## src/rtl/stk_pkg.sv

```systemverilog
package stk_pkg;

    localparam int PAGE_BYTES_DEF = 128;

    localparam logic [2:0] K_START = 3'd0;
    localparam logic [2:0] K_RX    = 3'd1;
    localparam logic [2:0] K_TX    = 3'd2;
    localparam logic [2:0] K_IMG   = 3'd3;
    localparam logic [2:0] K_TICK  = 3'd4;

    localparam logic [2:0] E_SEND  = 3'd0;
    localparam logic [2:0] E_REQ   = 3'd1;
    localparam logic [2:0] E_RST   = 3'd2;
    localparam logic [2:0] E_BAUD  = 3'd3;
    localparam logic [2:0] E_DONE  = 3'd4;

    localparam logic [2:0] ST_OK      = 3'd0;
    localparam logic [2:0] ST_NOSYNC  = 3'd1;
    localparam logic [2:0] ST_PROGREF = 3'd2;
    localparam logic [2:0] ST_WRFAIL  = 3'd3;
    localparam logic [2:0] ST_VFYFAIL = 3'd4;

    localparam logic [7:0] B_OK       = 8'h10;
    localparam logic [7:0] B_INSYNC   = 8'h14;
    localparam logic [7:0] B_EOP      = 8'h20;
    localparam logic [7:0] B_GET_SYNC = 8'h30;
    localparam logic [7:0] B_ENTER    = 8'h50;
    localparam logic [7:0] B_LEAVE    = 8'h51;
    localparam logic [7:0] B_LOAD     = 8'h55;
    localparam logic [7:0] B_PROG     = 8'h64;
    localparam logic [7:0] B_READ     = 8'h74;
    localparam logic [7:0] B_FLASH    = 8'h46;
    localparam logic [7:0] B_PAD      = 8'hFF;

    localparam logic [11:0] T_SETTLE   = 12'd5;
    localparam logic [11:0] T_RST_HOLD = 12'd70;
    localparam logic [11:0] T_RST_GAP  = 12'd35;
    localparam logic [11:0] T_SYNC_WIN = 12'd180;
    localparam logic [11:0] T_SYNC_GAP = 12'd35;
    localparam logic [11:0] T_OK_WIN   = 12'd250;
    localparam logic [11:0] T_PROG_WIN = 12'd1800;
    localparam logic [11:0] T_READ_WIN = 12'd1200;
    localparam logic [11:0] T_BYTE_WIN = 12'd500;
    localparam logic [3:0]  SYNC_TRIES = 4'd12;

    localparam logic [1:0] A_LEN  = 2'd0;
    localparam logic [1:0] A_TMO  = 2'd1;
    localparam logic [1:0] A_SEC  = 2'd2;

    typedef enum logic [3:0] {
        PH_IDLE, PH_SETTLE, PH_RST_HOLD, PH_RST_GAP, PH_SYNC_GAP, PH_FILL,
        PH_SEND, PH_WAIT, PH_RD_INSYNC, PH_RD_DATA, PH_RD_OK
    } t_phase;

    typedef enum logic [2:0] {
        C_SYNC, C_ENTER, C_LOAD1, C_PROG, C_LOAD2, C_READ, C_LEAVE
    } t_cmd;

    typedef enum logic [1:0] {
        S_IN, S_MEM, S_OUT
    } t_seq;

    typedef struct packed {
        logic [14:0] image_length;
        logic [11:0] reply_timeout_ms;
        logic        secondary_baud_enabled;
    } t_cfg;

endpackage

```

## src/rtl/stk_if.sv

```systemverilog
interface stk_in_if;
    logic       valid;
    logic       ready;
    logic [2:0] kind;
    logic [7:0] value;
    modport source (output valid, kind, value, input ready);
    modport sink (input valid, kind, value, output ready);
endinterface

interface stk_out_if;
    logic        valid;
    logic        ready;
    logic [2:0]  event_res;
    logic [7:0]  byte_out;
    logic        reset_asserted;
    logic        baud_secondary;
    logic [2:0]  status;
    logic [14:0] fail_offset;
    modport source (output valid, event_res, byte_out, reset_asserted, baud_secondary,
                    status, fail_offset, input ready);
    modport sink (input valid, event_res, byte_out, reset_asserted, baud_secondary,
                  status, fail_offset, output ready);
endinterface

```

## src/rtl/stk_cfg.sv

```systemverilog
module stk_cfg (
    input  logic          i_clk,
    input  logic          i_rst_n,
    input  logic          psel,
    input  logic          penable,
    input  logic          pwrite,
    input  logic [3:0]    paddr,
    input  logic [31:0]   pwdata,
    output logic [31:0]   prdata,
    output logic          pready,
    output stk_pkg::t_cfg o_cfg
);
    stk_pkg::t_cfg r_cfg;
    logic          w_wr;

    assign pready = 1'b1;
    assign w_wr   = psel && penable && pwrite;
    assign o_cfg  = r_cfg;

    always_ff @(posedge i_clk) begin
        if (!i_rst_n) begin
            r_cfg.image_length           <= 15'd1;
            r_cfg.reply_timeout_ms       <= 12'd500;
            r_cfg.secondary_baud_enabled <= 1'b1;
        end else if (w_wr && paddr[1:0] == 2'b00) begin
            if (paddr[3:2] == stk_pkg::A_LEN) r_cfg.image_length <= pwdata[14:0];
            if (paddr[3:2] == stk_pkg::A_TMO) r_cfg.reply_timeout_ms <= pwdata[11:0];
            if (paddr[3:2] == stk_pkg::A_SEC) r_cfg.secondary_baud_enabled <= pwdata[0];
        end
    end

    always_comb begin
        prdata = '0;
        unique case (paddr[3:2])
            stk_pkg::A_LEN: prdata = {17'd0, r_cfg.image_length};
            stk_pkg::A_TMO: prdata = {20'd0, r_cfg.reply_timeout_ms};
            stk_pkg::A_SEC: prdata = {31'd0, r_cfg.secondary_baud_enabled};
            default:        prdata = '0;
        endcase
    end
endmodule

```

## src/rtl/stk_pbuf.sv

```systemverilog
module stk_pbuf #(
    parameter int PAGE_BYTES = stk_pkg::PAGE_BYTES_DEF,
    localparam int AW = $clog2(PAGE_BYTES + 1)
) (
    input  logic          i_clk,
    input  logic          i_we,
    input  logic [AW-1:0] i_waddr,
    input  logic [7:0]    i_wdata,
    input  logic [AW-1:0] i_raddr,
    output logic [7:0]    o_rdata
);
    logic [7:0] r_mem [PAGE_BYTES+1];

    always_ff @(posedge i_clk) begin
        if (i_we) r_mem[i_waddr] <= i_wdata;
        o_rdata <= r_mem[i_raddr];
    end
endmodule

```

## src/rtl/stk500_page_programmer.sv

```systemverilog
// channel   dir  payload
// i_in      in   kind[3], value[8]
// o_out     out  event_res, byte_out, reset_asserted, baud_secondary, status, fail_offset
// apb       in   image_length @0x0, reply_timeout_ms @0x4, secondary_baud_enabled @0x8
// an item is taken in S_IN and processed in S_MEM: the accept edge also clocks the page
// buffer read (registered memory), and S_MEM updates the state and loads the result register
// next item is accepted once the result register is free or being taken
// reset clears control state; page buffer is not cleared
// a stalled result holds its register and blocks further input
module stk500_page_programmer #(
    parameter int PAGE_BYTES = stk_pkg::PAGE_BYTES_DEF,
    localparam int AW = $clog2(PAGE_BYTES + 1),
    localparam int LW = $clog2(PAGE_BYTES + 2)
) (
    input  logic        i_clk,
    input  logic        i_rst_n,
    stk_in_if.sink      i_in,
    stk_out_if.source   o_out,
    input  logic        psel,
    input  logic        penable,
    input  logic        pwrite,
    input  logic [3:0]  paddr,
    input  logic [31:0] pwdata,
    output logic [31:0] prdata,
    output logic        pready
);
    stk_pkg::t_cfg   w_cfg;
    stk_pkg::t_phase r_phase, n_phase;
    stk_pkg::t_cmd   r_cmd, n_cmd;
    stk_pkg::t_seq   r_seq;
    logic [2:0]  r_kind;
    logic [7:0]  r_val;
    logic [14:0] r_off, n_off;
    logic [LW-1:0] r_fill, n_fill, r_plen, n_plen, r_cidx, n_cidx;
    logic [8:0]  r_cmdi, n_cmdi;
    logic [11:0] r_tmr, n_tmr;
    logic [3:0]  r_att, n_att;
    logic r_ins, n_ins, r_sec, n_sec, r_rst, n_rst;
    logic        r_ov, n_emit;
    logic [2:0]  r_ev, n_ev, r_st, n_st;
    logic [7:0]  r_byte, n_byte;
    logic [14:0] r_foff, n_foff;
    logic        w_we;
    logic [AW-1:0] w_waddr, w_raddr;
    logic [7:0]  w_wdata, w_rdata;
    logic        w_take;

    stk_cfg u_cfg (
        .i_clk, .i_rst_n, .psel, .penable, .pwrite, .paddr, .pwdata, .prdata, .pready,
        .o_cfg(w_cfg)
    );

    stk_pbuf #(.PAGE_BYTES(PAGE_BYTES)) u_buf (
        .i_clk, .i_we(w_we), .i_waddr(w_waddr), .i_wdata(w_wdata),
        .i_raddr(w_raddr), .o_rdata(w_rdata)
    );

    assign i_in.ready = (r_seq == stk_pkg::S_IN) && (!r_ov || o_out.ready);
    assign w_take = i_in.valid && i_in.ready;
    assign o_out.valid = r_ov;
    assign o_out.event_res = r_ev;
    assign o_out.byte_out = r_byte;
    assign o_out.reset_asserted = r_rst;
    assign o_out.baud_secondary = r_sec;
    assign o_out.status = r_st;
    assign o_out.fail_offset = r_foff;

    // read address for this item: data byte for send or compare
    always_comb begin
        w_raddr = r_cidx[AW-1:0];
        if (r_phase == stk_pkg::PH_SEND) w_raddr = AW'(r_cmdi - 9'd4);
    end

    logic [8:0] w_clen;
    always_comb begin
        unique case (r_cmd)
            stk_pkg::C_LOAD1, stk_pkg::C_LOAD2: w_clen = 9'd4;
            stk_pkg::C_PROG: w_clen = 9'd5 + 9'(r_plen);
            stk_pkg::C_READ: w_clen = 9'd5;
            default: w_clen = 9'd2;
        endcase
    end

    // main update, done in S_MEM when buffer data is ready
    always_comb begin
        logic [15:0] addr;
        logic        good, bad, expired;
        logic [14:0] off2;
        n_phase = r_phase; n_cmd = r_cmd; n_off = r_off; n_fill = r_fill;
        n_plen = r_plen; n_cidx = r_cidx; n_cmdi = r_cmdi; n_tmr = r_tmr;
        n_att = r_att; n_ins = r_ins; n_sec = r_sec; n_rst = r_rst;
        n_emit = 1'b0; n_ev = stk_pkg::E_SEND; n_byte = '0; n_st = stk_pkg::ST_OK;
        n_foff = '0; w_we = 1'b0; w_waddr = r_fill[AW-1:0]; w_wdata = r_val;
        good = 1'b0; bad = 1'b0; expired = 1'b0;
        addr = {2'b0, r_off[14:1]};
        off2 = r_off;
        if (r_seq == stk_pkg::S_MEM) begin
            unique case (r_kind)
                stk_pkg::K_START: begin
                    n_off = '0; n_fill = '0; n_plen = '0; n_cmdi = '0; n_cidx = '0;
                    n_att = '0; n_ins = 1'b0; n_sec = 1'b0; n_rst = 1'b0;
                    n_phase = stk_pkg::PH_SETTLE; n_tmr = stk_pkg::T_SETTLE;
                    n_emit = 1'b1; n_ev = stk_pkg::E_BAUD;
                end
                stk_pkg::K_RX: begin
                    priority case (r_phase)
                        stk_pkg::PH_WAIT: begin
                            if (!r_ins) begin
                                if (r_val == stk_pkg::B_INSYNC) begin
                                    n_ins = 1'b1; n_tmr = stk_pkg::T_OK_WIN;
                                end
                            end else begin
                                n_ins = 1'b0;
                                if (r_val == stk_pkg::B_OK) good = 1'b1; else bad = 1'b1;
                            end
                        end
                        stk_pkg::PH_RD_INSYNC: begin
                            if (r_val != stk_pkg::B_INSYNC) bad = 1'b1;
                            else begin
                                n_cidx = '0; n_tmr = stk_pkg::T_BYTE_WIN;
                                n_phase = (r_plen == '0) ? stk_pkg::PH_RD_OK
                                                         : stk_pkg::PH_RD_DATA;
                            end
                        end
                        stk_pkg::PH_RD_DATA: begin
                            if (r_cidx > LW'(PAGE_BYTES) || r_val != w_rdata) bad = 1'b1;
                            else begin
                                n_cidx = r_cidx + 1'b1; n_tmr = stk_pkg::T_BYTE_WIN;
                                if (n_cidx >= r_plen) n_phase = stk_pkg::PH_RD_OK;
                            end
                        end
                        stk_pkg::PH_RD_OK: begin
                            if (r_val == stk_pkg::B_OK) good = 1'b1; else bad = 1'b1;
                        end
                        default: ;
                    endcase
                end
                stk_pkg::K_TX: begin
                    if (r_phase == stk_pkg::PH_SEND) begin
                        n_emit = 1'b1;
                        if (r_cmdi >= w_clen - 9'd1) n_byte = stk_pkg::B_EOP;
                        else begin
                            unique case (r_cmd)
                                stk_pkg::C_SYNC:  n_byte = stk_pkg::B_GET_SYNC;
                                stk_pkg::C_ENTER: n_byte = stk_pkg::B_ENTER;
                                stk_pkg::C_LEAVE: n_byte = stk_pkg::B_LEAVE;
                                stk_pkg::C_LOAD1, stk_pkg::C_LOAD2:
                                    n_byte = (r_cmdi == 9'd0) ? stk_pkg::B_LOAD :
                                             (r_cmdi == 9'd1) ? addr[7:0] : addr[15:8];
                                default: begin
                                    if (r_cmdi == 9'd0)
                                        n_byte = (r_cmd == stk_pkg::C_PROG) ? stk_pkg::B_PROG
                                                                            : stk_pkg::B_READ;
                                    else if (r_cmdi == 9'd1) n_byte = 8'(r_plen >> 8);
                                    else if (r_cmdi == 9'd2) n_byte = r_plen[7:0];
                                    else if (r_cmdi == 9'd3) n_byte = stk_pkg::B_FLASH;
                                    else if (r_cmdi - 9'd4 < 9'(PAGE_BYTES + 1))
                                        n_byte = w_rdata;
                                    else n_byte = stk_pkg::B_PAD;
                                end
                            endcase
                        end
                        n_cmdi = r_cmdi + 9'd1;
                        if (n_cmdi >= w_clen) begin
                            n_ins = 1'b0;
                            if (r_cmd == stk_pkg::C_READ) begin
                                n_phase = stk_pkg::PH_RD_INSYNC; n_tmr = stk_pkg::T_READ_WIN;
                            end else begin
                                n_phase = stk_pkg::PH_WAIT;
                                n_tmr = (r_cmd == stk_pkg::C_SYNC) ? stk_pkg::T_SYNC_WIN :
                                        (r_cmd == stk_pkg::C_PROG) ? stk_pkg::T_PROG_WIN :
                                        w_cfg.reply_timeout_ms;
                            end
                        end
                    end
                end
                stk_pkg::K_IMG: begin
                    if (r_phase == stk_pkg::PH_FILL) begin
                        w_we = (r_fill <= LW'(PAGE_BYTES));
                        n_fill = r_fill + 1'b1;
                        if (n_fill < r_plen) begin
                            n_emit = 1'b1; n_ev = stk_pkg::E_REQ;
                        end else begin
                            // odd page: pad entry was written when the page was requested
                            if (r_plen[0]) n_plen = r_plen + 1'b1;
                            n_cmd = stk_pkg::C_LOAD1; n_cmdi = '0;
                            n_phase = stk_pkg::PH_SEND;
                        end
                    end
                end
                stk_pkg::K_TICK: begin
                    if (r_phase != stk_pkg::PH_IDLE && r_phase != stk_pkg::PH_FILL &&
                        r_phase != stk_pkg::PH_SEND) begin
                        expired = (r_tmr <= 12'd1);
                        n_tmr = expired ? 12'd0 : r_tmr - 12'd1;
                    end
                    if (expired) begin
                        priority case (r_phase)
                            stk_pkg::PH_SETTLE: begin
                                n_rst = 1'b1; n_phase = stk_pkg::PH_RST_HOLD;
                                n_tmr = stk_pkg::T_RST_HOLD;
                                n_emit = 1'b1; n_ev = stk_pkg::E_RST;
                            end
                            stk_pkg::PH_RST_HOLD: begin
                                n_rst = 1'b0; n_phase = stk_pkg::PH_RST_GAP;
                                n_tmr = stk_pkg::T_RST_GAP;
                                n_emit = 1'b1; n_ev = stk_pkg::E_RST;
                            end
                            stk_pkg::PH_RST_GAP: begin
                                n_cmd = stk_pkg::C_SYNC; n_cmdi = '0;
                                n_phase = stk_pkg::PH_SEND;
                            end
                            stk_pkg::PH_SYNC_GAP: begin
                                if (r_att < stk_pkg::SYNC_TRIES) begin
                                    n_cmd = stk_pkg::C_SYNC; n_cmdi = '0;
                                    n_phase = stk_pkg::PH_SEND;
                                end else if (w_cfg.secondary_baud_enabled && !r_sec) begin
                                    n_sec = 1'b1; n_att = '0;
                                    n_phase = stk_pkg::PH_SETTLE; n_tmr = stk_pkg::T_SETTLE;
                                    n_emit = 1'b1; n_ev = stk_pkg::E_BAUD;
                                end else begin
                                    n_phase = stk_pkg::PH_IDLE; n_emit = 1'b1;
                                    n_ev = stk_pkg::E_DONE; n_st = stk_pkg::ST_NOSYNC;
                                end
                            end
                            default: begin
                                n_ins = 1'b0; bad = 1'b1;
                            end
                        endcase
                    end
                end
                default: ;
            endcase

            if (good) begin
                priority case (r_cmd)
                    stk_pkg::C_SYNC: begin
                        n_cmd = stk_pkg::C_ENTER; n_cmdi = '0; n_phase = stk_pkg::PH_SEND;
                    end
                    stk_pkg::C_LOAD1: begin
                        n_cmd = stk_pkg::C_PROG; n_cmdi = '0; n_phase = stk_pkg::PH_SEND;
                    end
                    stk_pkg::C_PROG: begin
                        n_cmd = stk_pkg::C_LOAD2; n_cmdi = '0; n_phase = stk_pkg::PH_SEND;
                    end
                    stk_pkg::C_LOAD2: begin
                        n_cmd = stk_pkg::C_READ; n_cmdi = '0; n_phase = stk_pkg::PH_SEND;
                    end
                    stk_pkg::C_LEAVE: begin
                        n_phase = stk_pkg::PH_IDLE; n_emit = 1'b1; n_ev = stk_pkg::E_DONE;
                    end
                    default: begin
                        if (r_cmd == stk_pkg::C_READ) off2 = r_off + 15'(r_fill);
                        n_off = off2;
                        if (off2 < w_cfg.image_length) begin
                            n_plen = ((w_cfg.image_length - off2) > 15'(PAGE_BYTES)) ?
                                     LW'(PAGE_BYTES) : LW'(w_cfg.image_length - off2);
                            n_fill = '0; n_phase = stk_pkg::PH_FILL;
                            n_emit = 1'b1; n_ev = stk_pkg::E_REQ;
                            // odd page: the pad goes into the entry after the data
                            if (n_plen[0]) begin
                                w_we = 1'b1; w_waddr = n_plen[AW-1:0];
                                w_wdata = stk_pkg::B_PAD;
                            end
                        end else begin
                            n_cmd = stk_pkg::C_LEAVE; n_cmdi = '0;
                            n_phase = stk_pkg::PH_SEND;
                        end
                    end
                endcase
            end
            if (bad) begin
                priority case (r_cmd)
                    stk_pkg::C_SYNC: begin
                        n_att = r_att + 1'b1; n_phase = stk_pkg::PH_SYNC_GAP;
                        n_tmr = stk_pkg::T_SYNC_GAP;
                    end
                    default: begin
                        n_phase = stk_pkg::PH_IDLE; n_emit = 1'b1; n_ev = stk_pkg::E_DONE;
                        if (r_cmd == stk_pkg::C_ENTER) n_st = stk_pkg::ST_PROGREF;
                        else if (r_cmd == stk_pkg::C_LOAD1 || r_cmd == stk_pkg::C_PROG) begin
                            n_st = stk_pkg::ST_WRFAIL; n_foff = r_off;
                        end else if (r_cmd == stk_pkg::C_LOAD2 || r_cmd == stk_pkg::C_READ)
                        begin
                            n_st = stk_pkg::ST_VFYFAIL; n_foff = r_off;
                        end
                    end
                endcase
            end
        end
    end

    always_ff @(posedge i_clk) begin
        if (!i_rst_n) begin
            r_seq <= stk_pkg::S_IN; r_phase <= stk_pkg::PH_IDLE; r_cmd <= stk_pkg::C_SYNC;
            r_off <= '0; r_fill <= '0; r_plen <= '0; r_cidx <= '0; r_cmdi <= '0;
            r_tmr <= '0; r_att <= '0; r_ins <= 1'b0; r_sec <= 1'b0; r_rst <= 1'b0;
            r_ov <= 1'b0;
        end else begin
            if (r_ov && o_out.ready) r_ov <= 1'b0;
            unique case (r_seq)
                stk_pkg::S_IN: if (w_take) r_seq <= stk_pkg::S_MEM;
                stk_pkg::S_MEM: begin
                    r_seq <= stk_pkg::S_IN;
                    r_phase <= n_phase; r_cmd <= n_cmd; r_off <= n_off; r_fill <= n_fill;
                    r_plen <= n_plen; r_cidx <= n_cidx; r_cmdi <= n_cmdi; r_tmr <= n_tmr;
                    r_att <= n_att; r_ins <= n_ins; r_sec <= n_sec; r_rst <= n_rst;
                    if (n_emit) r_ov <= 1'b1;
                end
                default: r_seq <= stk_pkg::S_IN;
            endcase
        end
    end

    always_ff @(posedge i_clk) begin
        if (w_take) begin
            r_kind <= i_in.kind; r_val <= i_in.value;
        end
        if (r_seq == stk_pkg::S_MEM && n_emit) begin
            r_ev <= n_ev; r_byte <= n_byte; r_st <= n_st; r_foff <= n_foff;
        end
    end

    a_no_emit_over: assert property (@(posedge i_clk) disable iff (!i_rst_n)
        (r_seq == stk_pkg::S_MEM) |-> (!r_ov))
        else $error("result overwritten");
    a_one_cycle_mem: assert property (@(posedge i_clk) disable iff (!i_rst_n)
        (r_seq == stk_pkg::S_MEM) |=> (r_seq == stk_pkg::S_IN))
        else $error("sequencer stuck");
    a_take_only_in: assert property (@(posedge i_clk) disable iff (!i_rst_n)
        w_take |=> (r_seq == stk_pkg::S_MEM))
        else $error("accept not processed");
endmodule

```

## src/flat_wrapper.sv

```systemverilog
// flat-port wrapper written by rule: the top's interface ports become plain ports
module stk500_page_programmer_flat 
#(
    parameter int PAGE_BYTES = stk_pkg::PAGE_BYTES_DEF,
    localparam int AW = $clog2(PAGE_BYTES + 1),
    localparam int LW = $clog2(PAGE_BYTES + 2)
)
  (i_clk, i_rst_n, psel, penable, pwrite, paddr, pwdata, prdata, pready, i_in_valid, i_in_kind, i_in_value, i_in_ready, o_out_valid, o_out_event_res, o_out_byte_out, o_out_reset_asserted, o_out_baud_secondary, o_out_status, o_out_fail_offset, o_out_ready);
  stk_in_if i_in_i ();
  stk_out_if o_out_i ();
  input  logic i_clk;
  input  logic i_rst_n;
  input  logic psel;
  input  logic penable;
  input  logic pwrite;
  input  logic [3:0] paddr;
  input  logic [31:0] pwdata;
  output logic [31:0] prdata;
  output logic pready;
  input wire logic [$bits(i_in_i.valid)-1:0] i_in_valid;
  input wire logic [$bits(i_in_i.kind)-1:0] i_in_kind;
  input wire logic [$bits(i_in_i.value)-1:0] i_in_value;
  output wire logic [$bits(i_in_i.ready)-1:0] i_in_ready;
  output wire logic [$bits(o_out_i.valid)-1:0] o_out_valid;
  output wire logic [$bits(o_out_i.event_res)-1:0] o_out_event_res;
  output wire logic [$bits(o_out_i.byte_out)-1:0] o_out_byte_out;
  output wire logic [$bits(o_out_i.reset_asserted)-1:0] o_out_reset_asserted;
  output wire logic [$bits(o_out_i.baud_secondary)-1:0] o_out_baud_secondary;
  output wire logic [$bits(o_out_i.status)-1:0] o_out_status;
  output wire logic [$bits(o_out_i.fail_offset)-1:0] o_out_fail_offset;
  input wire logic [$bits(o_out_i.ready)-1:0] o_out_ready;
  assign i_in_i.valid = i_in_valid;
  assign i_in_i.kind = i_in_kind;
  assign i_in_i.value = i_in_value;
  assign i_in_ready = i_in_i.ready;
  assign o_out_valid = o_out_i.valid;
  assign o_out_event_res = o_out_i.event_res;
  assign o_out_byte_out = o_out_i.byte_out;
  assign o_out_reset_asserted = o_out_i.reset_asserted;
  assign o_out_baud_secondary = o_out_i.baud_secondary;
  assign o_out_status = o_out_i.status;
  assign o_out_fail_offset = o_out_i.fail_offset;
  assign o_out_i.ready = o_out_ready;
  stk500_page_programmer #(.PAGE_BYTES(PAGE_BYTES)) u_core (.i_clk(i_clk), .i_rst_n(i_rst_n), .i_in(i_in_i), .o_out(o_out_i), .psel(psel), .penable(penable), .pwrite(pwrite), .paddr(paddr), .pwdata(pwdata), .prdata(prdata), .pready(pready));
endmodule
```

## config.mk

```make
export PLATFORM = sky130hd
export DESIGN_NAME = stk500_page_programmer_flat
export DESIGN_NICKNAME = d
export VERILOG_FILES = /design/src/rtl/stk_pkg.sv /design/src/rtl/stk_if.sv /design/src/rtl/stk_cfg.sv /design/src/rtl/stk_pbuf.sv /design/src/rtl/stk500_page_programmer.sv /design/src/flat_wrapper.sv
export SDC_FILE = /design/constraint.sdc
export NUM_CORES = 2
export LEC_CHECK = 0
export ABC_AREA = 0
export BUFFER_PORTS_ARGS = -buffer_cell sky130_fd_sc_hd__buf_2
export CORE_ASPECT_RATIO = 1.25
export CORE_UTILIZATION = 35
export DETAILED_ROUTE_END_ITERATION = 7
export PLACE_DENSITY_LB_ADDON = 0.2
export SLEW_MARGIN = 30
export SYNTH_ARGS = -nofsm -noshare
export SYNTH_HDL_FRONTEND = slang
export SYNTH_SLANG_ARGS = --single-unit
```

## constraint.sdc

```tcl
create_clock -name i_clk -period 6.6 [get_ports i_clk]
set_input_delay 0.66 -clock i_clk [delete_from_list [all_inputs] [get_ports i_clk]]
set_output_delay 0.66 -clock i_clk [all_outputs]
set_load 0.02 [all_outputs]
```

* Word level (Yosys, flattened, before mapping)
Memories as Yosys holds them, arrays and structs flattened. A register that Yosys moved wholly into a read port is not among the register bits. Index checks and enable logic that the tools add are counted.
Operators by class: add/sub/neg operators 11, order comparisons 11, equality and inequality tests 53, muxes and demuxes 194, bitwise operators 4, reductions and logical operators 45
Operators with widths (count):
- 8-bit 2-to-1 mux | 31
- 12-bit 2-to-1 mux | 16
- 15-bit 2-to-1 mux | 9
- 3-bit 2-to-1 mux | 24
- 4-bit 2-to-1 mux | 18
- 12-bit case mux with 3 select lines | 2
- 8-bit case mux with 2 select lines | 4
- 9-bit 2-to-1 mux | 7
- 1-bit 2-to-1 mux | 51
- 12-bit case mux with 4 select lines | 1
- 15-bit case mux with 3 select lines | 1
- 9-bit case mux with 2 select lines | 2
- 9-bit case mux with 4 select lines | 1
- 8-bit case mux with 4 select lines | 1
- 9-bit case mux with 3 select lines | 1
- 8-bit by 1-bit adder with 8-bit output (second input constant) | 3
- 3-bit case mux with 2 select lines | 4
- 4-bit case mux with 2 select lines | 3
- 4-bit case mux with 5 select lines | 1
- 9-bit by 2-bit == test with 1-bit output (second input constant) | 2
- 9-bit greater-or-equal comparator | 2
- 4-bit by 3-bit == test with 1-bit output (second input constant) | 4
- 8-bit by 5-bit == test with 1-bit output (second input constant) | 2
- 4-bit by 1-bit != test with 1-bit output (second input constant) | 4
- other kinds (66) | 124
Storage, ports and cells: flip-flop bits (word level) 144, bits in writable memories 1032, input port bits 54, output and inout bits 66, logic and storage cells 343, memories kept 1
Memories:
- u_core.u_buf.r_mem | words 129, bits a word 8, read ports 1, clocked after Yosys merged registers in 1, write ports 1, RTL line stk_pbuf.sv:12 | logic [7:0] r_mem [PAGE_BYTES+1];

* Logic depth before layout (Yosys ltp)
depth in word-level cells 18, mapped depth 21, mapped depth without buffers 19

* By module
From an unflattened synthesis, not the netlist that was laid out.
Second synthesis, totals: cells, all modules 3554, area, all modules 52365.2 sq um
Modules (own cells, without submodules):
- stk_pbuf | instances 1, cells each 2051, area each 40636.5 sq um, sequential area each 31149.9 sq um
- stk500_page_programmer | instances 1, cells each 1332, area each 10196.0 sq um, sequential area each 2722.6 sq um
- stk_cfg | instances 1, cells each 171, area each 1532.7 sq um, sequential area each 560.5 sq um

* Worst setup path after synthesis
No wires, ideal clock.
path type reg-to-reg, from register u_core.r_fill[0], to memory u_core.u_buf.r_mem[128][0], enable pin, library setup time 0.395 ns, arrival time 5.094 ns, slack 1.111 ns, cell stages (with the launch flop) 21, path buffers 1, clock period less this slack 5.489 ns, path through dfxtp_1 -> ha_1 -> fa_1 -> a21o_1 -> a21oi_1 -> xor2_1 -> nor2_1 -> a21oi_1 -> ha_1 -> o21ai_0 -> o21bai_1 -> a21oi_1 -> o21ai_0 -> a31o_2 -> or4_1 -> nand4_1 -> o21ai_2 -> nor4_4 -> buf_6 -> mux2i_1 -> nor4_1
Between the ends: cells in the longest elaborated chain, start to end 15, elaborated cells between the ends (all ways) 24, those cells by class add/sub: 2; order compare: 3; mux: 19
Ends and longest elaborated chain:
- start: declaration | RTL line stk500_page_programmer.sv:34 | logic [LW-1:0] r_fill, n_fill, r_plen, n_plen, r_cidx, n_cidx;
- start signal: assignment | RTL line stk500_page_programmer.sv:305 | r_phase <= n_phase; r_cmd <= n_cmd; r_off <= n_off; r_fill <= n_fill;
- 15-bit by 8-bit adder with 15-bit output | RTL line stk500_page_programmer.sv:253 | if (r_cmd == stk_pkg::C_READ) off2 = r_off + 15'(r_fill);
- 15-bit 2-to-1 mux | RTL line stk500_page_programmer.sv:253
- 15-bit 2-to-1 mux | RTL line stk500_page_programmer.sv:236 | priority case (r_cmd)
- 15-bit 2-to-1 mux | RTL line stk500_page_programmer.sv:235 | if (good) begin
- 15-bit 2-to-1 mux | RTL line stk500_page_programmer.sv:97 | if (r_seq == stk_pkg::S_MEM) begin
- 15-bit subtractor | RTL line stk500_page_programmer.sv:256 | n_plen = ((w_cfg.image_length - off2) > 15'(PAGE_BYTES)) ?
- 15-bit by 8-bit greater-than comparator with 1-bit output | RTL line stk500_page_programmer.sv:256
- 8-bit 2-to-1 mux | RTL line stk500_page_programmer.sv:256
- 1-bit 2-to-1 mux | RTL line stk500_page_programmer.sv:261 | if (n_plen[0]) begin
- 1-bit 2-to-1 mux | RTL line stk500_page_programmer.sv:255 | if (off2 < w_cfg.image_length) begin
- 1-bit 2-to-1 mux | RTL line stk500_page_programmer.sv:236
- 1-bit 2-to-1 mux | RTL line stk500_page_programmer.sv:235
- 1-bit 2-to-1 mux | RTL line stk500_page_programmer.sv:97
- 1-bit 2-to-1 mux | RTL line stk_pbuf.sv:15 | if (i_we) r_mem[i_waddr] <= i_wdata;
- 1-bit 2-to-1 mux (not written as such) | RTL line stk_pbuf.sv:15
- end: declaration | RTL line stk_pbuf.sv:12
Several ways; a longest one is shown, not always the timed one. The select of a mux whose other input is x is not followed.

* Final worst setup path
from register u_core.r_off[0], to memory u_core.u_buf.r_mem[20][4], enable pin
Between the ends: cells in the longest elaborated chain, start to end 15, elaborated cells between the ends (all ways) 21, those cells by class add/sub: 2; order compare: 2; mux: 17
Ends and longest elaborated chain:
- start: declaration | RTL line stk500_page_programmer.sv:33 | logic [14:0] r_off, n_off;
- start signal: assignment | RTL line stk500_page_programmer.sv:305
- 15-bit by 8-bit adder with 15-bit output | RTL line stk500_page_programmer.sv:253
- 15-bit 2-to-1 mux (*) | RTL line stk500_page_programmer.sv:253
- 15-bit 2-to-1 mux (*) | RTL line stk500_page_programmer.sv:236
- 15-bit 2-to-1 mux (*) | RTL line stk500_page_programmer.sv:235
- 15-bit 2-to-1 mux (*) | RTL line stk500_page_programmer.sv:97
- 15-bit subtractor | RTL line stk500_page_programmer.sv:256
- 15-bit by 8-bit greater-than comparator with 1-bit output | RTL line stk500_page_programmer.sv:256
- 8-bit 2-to-1 mux | RTL line stk500_page_programmer.sv:256
- 1-bit 2-to-1 mux | RTL line stk500_page_programmer.sv:261
- 1-bit 2-to-1 mux | RTL line stk500_page_programmer.sv:255
- 1-bit 2-to-1 mux | RTL line stk500_page_programmer.sv:236
- 1-bit 2-to-1 mux | RTL line stk500_page_programmer.sv:235
- 1-bit 2-to-1 mux | RTL line stk500_page_programmer.sv:97
- 1-bit 2-to-1 mux | RTL line stk_pbuf.sv:15
- 1-bit 2-to-1 mux (not written as such) | RTL line stk_pbuf.sv:15
Mark *: on every way between the ends. The rest lies on a longest branch, timed or not. The select of a mux whose other input is x is not followed.

==> Flow_metrics.wiki <==
{| class="wikitable"
! Metric !! Value
|-
| Number of cell instances on the worst register-to-register path || 22
|-
| Number of iterations in the first detailed-routing pass || 5
|-
| Per-cell routed wire length || 24.5 um
|-
| Clock tree from TritonCTS || built
|-
| Port buffer count || 84
|-
| Max Clk Rate || 165 MHz
|-
| Worst slew margin relative to its limit || 0.252
|-
| Die Ht || 435 um
|-
| Per-instance average area after synthesis || 15.0 um2
|-
| Sum of overflow across all layers after global routing || 0
|-
| CP max-delay cell || nor3_1
|-
| Number of buffers inserted for hold repair after clock tree synthesis || 0
|-
| Post-synthesis cell area || 52,400 um2
|-
| Launch point of the critical path || u_core.r_off[0]
|-
| Fin. Hold Viols || 0
|-
| Reg-to-Reg End || u_core.u_buf.r_mem[20][4]
|-
| Most common cell in the synthesized netlist || edfxtp_1
|-
| Pin count of the biggest net entering global routing || 130
|-
| Clock-pin slew on the worst setup and hold paths || 0.07 ns
|-
| Ordered list of cells on the worst path || ha_1, fa_1, a21o_1, a21oi_1, xor2_1, nor2_1, a21oi_1, ha_1, o21ai_0, o21bai_1, a21oi_1, o21ai_0, a31o_2, or4_1, nand4_1, o21ai_2, nor4_4, buf_12, mux2i_4, buf_4, nor3_1, buf_4
|-
| # clock sinks || 1,184
|-
| Cell Count Post-Placement || 5,524
|-
| Die ar. || 151,000 um2
|-
| Maximum fanout encountered on the critical timing path || 20
|-
| Most area-hungry cell type in the Yosys netlist || edfxtp_1
|-
| Total routing resource utilization after global routing || 0.184
|-
| CTS root buffer || clkbuf_16
|-
| Number of maximum-capacitance violations || 0
|-
| CP Data Arrival Time || 6.50 ns
|-
| Number of enable-type register cells in the synthesized netlist || 1,072
|-
| Mapped Cells || 3,489
|-
| Top flip-flop cell by instance count after synthesis || edfxtp_1
|-
| Count of final max-slew check failures || 0
|-
| Synth cell count leaders || 1,072 x edfxtp_1, 284 x nor2_1, 256 x mux4_2, 228 x nand2_1, 202 x a21oi_1
|-
| Final core area utilization || 0.403
|-
| Violation count after the first detailed-route iteration || 2,458
|-
| Critical path class || reg2reg
|-
| Peak ir drop on the vdd network || 0.000204 V
|-
| Starting density of the core || 0.353
|-
| Final layout net count || 3,764
|-
| RSZ-0062 raised after global routing || no
|-
| Count of warnings emitted by yosys || 0
|-
| Leading cell types by total area after synthesis || edfxtp_1 61%, mux4_2 11%, dfxtp_1 4.3%
|-
| Placeable core region || 148,000 um2
|-
| Post-CTS Repair Setup Buffers || 0
|-
| Maximum count of clock buffers along a single path || 3
|-
| Worst Setup Start Kind || flip-flop
|-
| Setup TNS || 0 ns
|-
| Proportion of layout cells with a drive suffix above 1 || 0.202
|-
| Area grow syn2layout || 14.0%
|-
| Least-Margin Pin Slew || 1.11 ns
|-
| DRT Wirelength || 140,000 um
|-
| Final cell count without fillers || 5,734
|-
| Sort of element at the end of the critical path || flip-flop
|-
| Global-route wire length before repair || 207,000 um
|-
| Setup clock skew after layout || 0.0347 ns
|-
| Share of the yosys chip area belonging to registers || 0.657
|-
| Post-route clock period utilization || 0.917
|-
| Status || completed
|-
| Post-DP HPWL || 92,200 um
|-
| Distinct cell type count after synthesis || 90
|-
| DRC violations left || 0
|-
| Vias after detailed routing || 30.5k
|-
| Depth of the CTS H-tree || 3
|-
| Initial antenna violation count || 1
|-
| Count of final setup violators || 0
|-
| Count of boundary I/O pins || 120
|-
| Vias per inst || 5.33
|-
| Die width || 348 um
|-
| Number of buffers added by the clock tree synthesis step || 114
|-
| Worst R2R Start || u_core.r_off[0]
|-
| Antenna viol nets, final || 0
|-
| Class of the most critical hold timing path || in2reg
|-
| Cell mode on critical path || a21oi_1
|-
| Data required, critical path || 7.05 ns
|-
| Resize count post-CTS || 0
|-
| Shortest period the worst path allows || 6.05 ns
|-
| Register bit total from synthesis || 1,184
|-
| Site row count || 158
|-
| Flop2flop setup slack || 0.55 ns
|-
| Worst setup path endpoint || u_core.u_buf.r_mem[20][4]
|-
| Power Dens Cells || 249 nW/um2
|-
| Via count of the first global-routing pass || 31.0k
|-
| Delay contributed by the slowest stage of the critical path || 0.63 ns
|-
| Ys async rst share || 0
|-
| Static Leakage || 20.0 nW
|-
| Clock latency on the worst-skew pair || 0.75 ns
|-
| Final-layout worst hold slack || 0.0978 ns
|-
| Fraction of synthesized cell area taken by the top area cell type || 0.614
|-
| Final weighted congestion of routability-driven global placement || 0.890
|}
[critical path, delay by kind of cell (launching register included)]
kind	cells	cell delay [ns]
multiplexers	1	0.10
AND/OR/NAND/NOR	5	1.72
buffers and inverters	3	0.71
adder cells (fa/ha/maj)	3	1.01
XOR/XNOR	1	0.18
AO/OA/AOI/OAI	9	1.62
flip-flops	1	0.36
[worst min-delay path by stage]
stage / startpoint / end / slack, ns / cells past startpoint
after floorplan: u_core.r_att[3] / u_core.r_att[3] / 0.42 / 1
final: i_in_kind[0] / u_core.r_kind[0] / 0.1 / 1
after CTS: i_in_kind[0] / u_core.r_kind[0] / 0.04 / 1
after global routing: i_in_value[7] / u_core.r_val[7] / 0.08 / 1
after detailed placement: u_core.r_att[3] / u_core.r_att[3] / 0.46 / 1
after global placement: u_core.r_att[3] / u_core.r_att[3] / 0.44 / 1
[metrics by stage]
| stage | setup slack, ns | total power, mW | cell area (um2) |
|---|---|---|---|
| 2_1_floorplan | 1.11 | 8.55 | 52500 |
| 3_3_place_gp | 0.385 | 8.70 | 56100 |
| 3_5_place_dp | 0.623 | 8.71 | 56200 |
| 4_1_cts | 0.545 | 15.1 | 59800 |
| 5_1_grt | 0.124 | 15.4 | 59800 |
| 6_report | 0.546 | 14.9 | 59800 |
[cells in the final DEF (no fill, tap or decap), drive strengths merged, types with 10 or more instances in the layout]
master / synthesis / final
and3: 21 / 21
clkinv: 1 / 47
a31oi: 16 / 16
xnor2: 37 / 37
mux2i: 98 / 98
nand3: 66 / 66
mux2: 26 / 26
nand2: 228 / 228
or3: 23 / 23
a211o: 17 / 17
o211ai: 35 / 35
o21ai: 97 / 97
nand4: 19 / 19
nor4: 17 / 17
a21oi: 202 / 202
dfxtp: 112 / 112
a21o: 22 / 22
a32oi: 10 / 10
o31ai: 10 / 10
nor2b: 61 / 61
a211oi: 90 / 90
clkbuf: 140 / 147
ha: 68 / 68
nand2b: 19 / 19
or2: 19 / 19
mux4: 256 / 256
buf: 90 / 249
inv: 41 / 47
nor2: 284 / 284
and2: 30 / 30
xor2: 37 / 37
conb: 2 / 18
edfxtp: 1072 / 1072
nor3: 88 / 88
o21a: 12 / 12
[where the power goes]
group	leakage, nW	internal (mW)	switching [mW]
Clock	1.75	3.52	2.85
Sequential	10.6	8.18	0.0230
Combinational	7.70	0.0820	0.256
[per-layer routing]
metal  part of all wire  track usage
met5                  0            0
met4              0.038       0.0748
met3              0.039       0.0214
met2               0.52        0.327
met1               0.41        0.225
[flip-flops by register name (all words and copies together) (netlist names), 9 cells and up]
register,count
u_core.r_cmdi,9
u_core.r_off,15
u_core.o_out.fail_offset,15
u_core.u_buf.r_mem,1032
u_core.u_cfg.o_cfg,28
u_core.r_tmr,12
[final cells by class]
cell class / count / area, um2
multi-input cells: 2049 / 17100
clock inverters: 61 / 478
clock buffers: 147 / 3110
inverters: 42 / 158
diodes: 2 / 5.00
flip-flops and latches: 1184 / 34400
repair buffers: 249 / 1980
well taps: 2000 / 2500
fillers: 13500 / 88700
[cell families after synthesis]
group,after synthesis,share of synthesized area
DFF,1184,0.657
and+or+nand+nor,909,0.0824
AOI/OAI and AO/OA,594,0.0735
muxes,380,0.134
buffers and inverters,272,0.0222
xor gates and xnor gates,76,0.0136
adders and majority gates,72,0.0174
other,2,0.000143
Power figures use the tool's default switching activity.
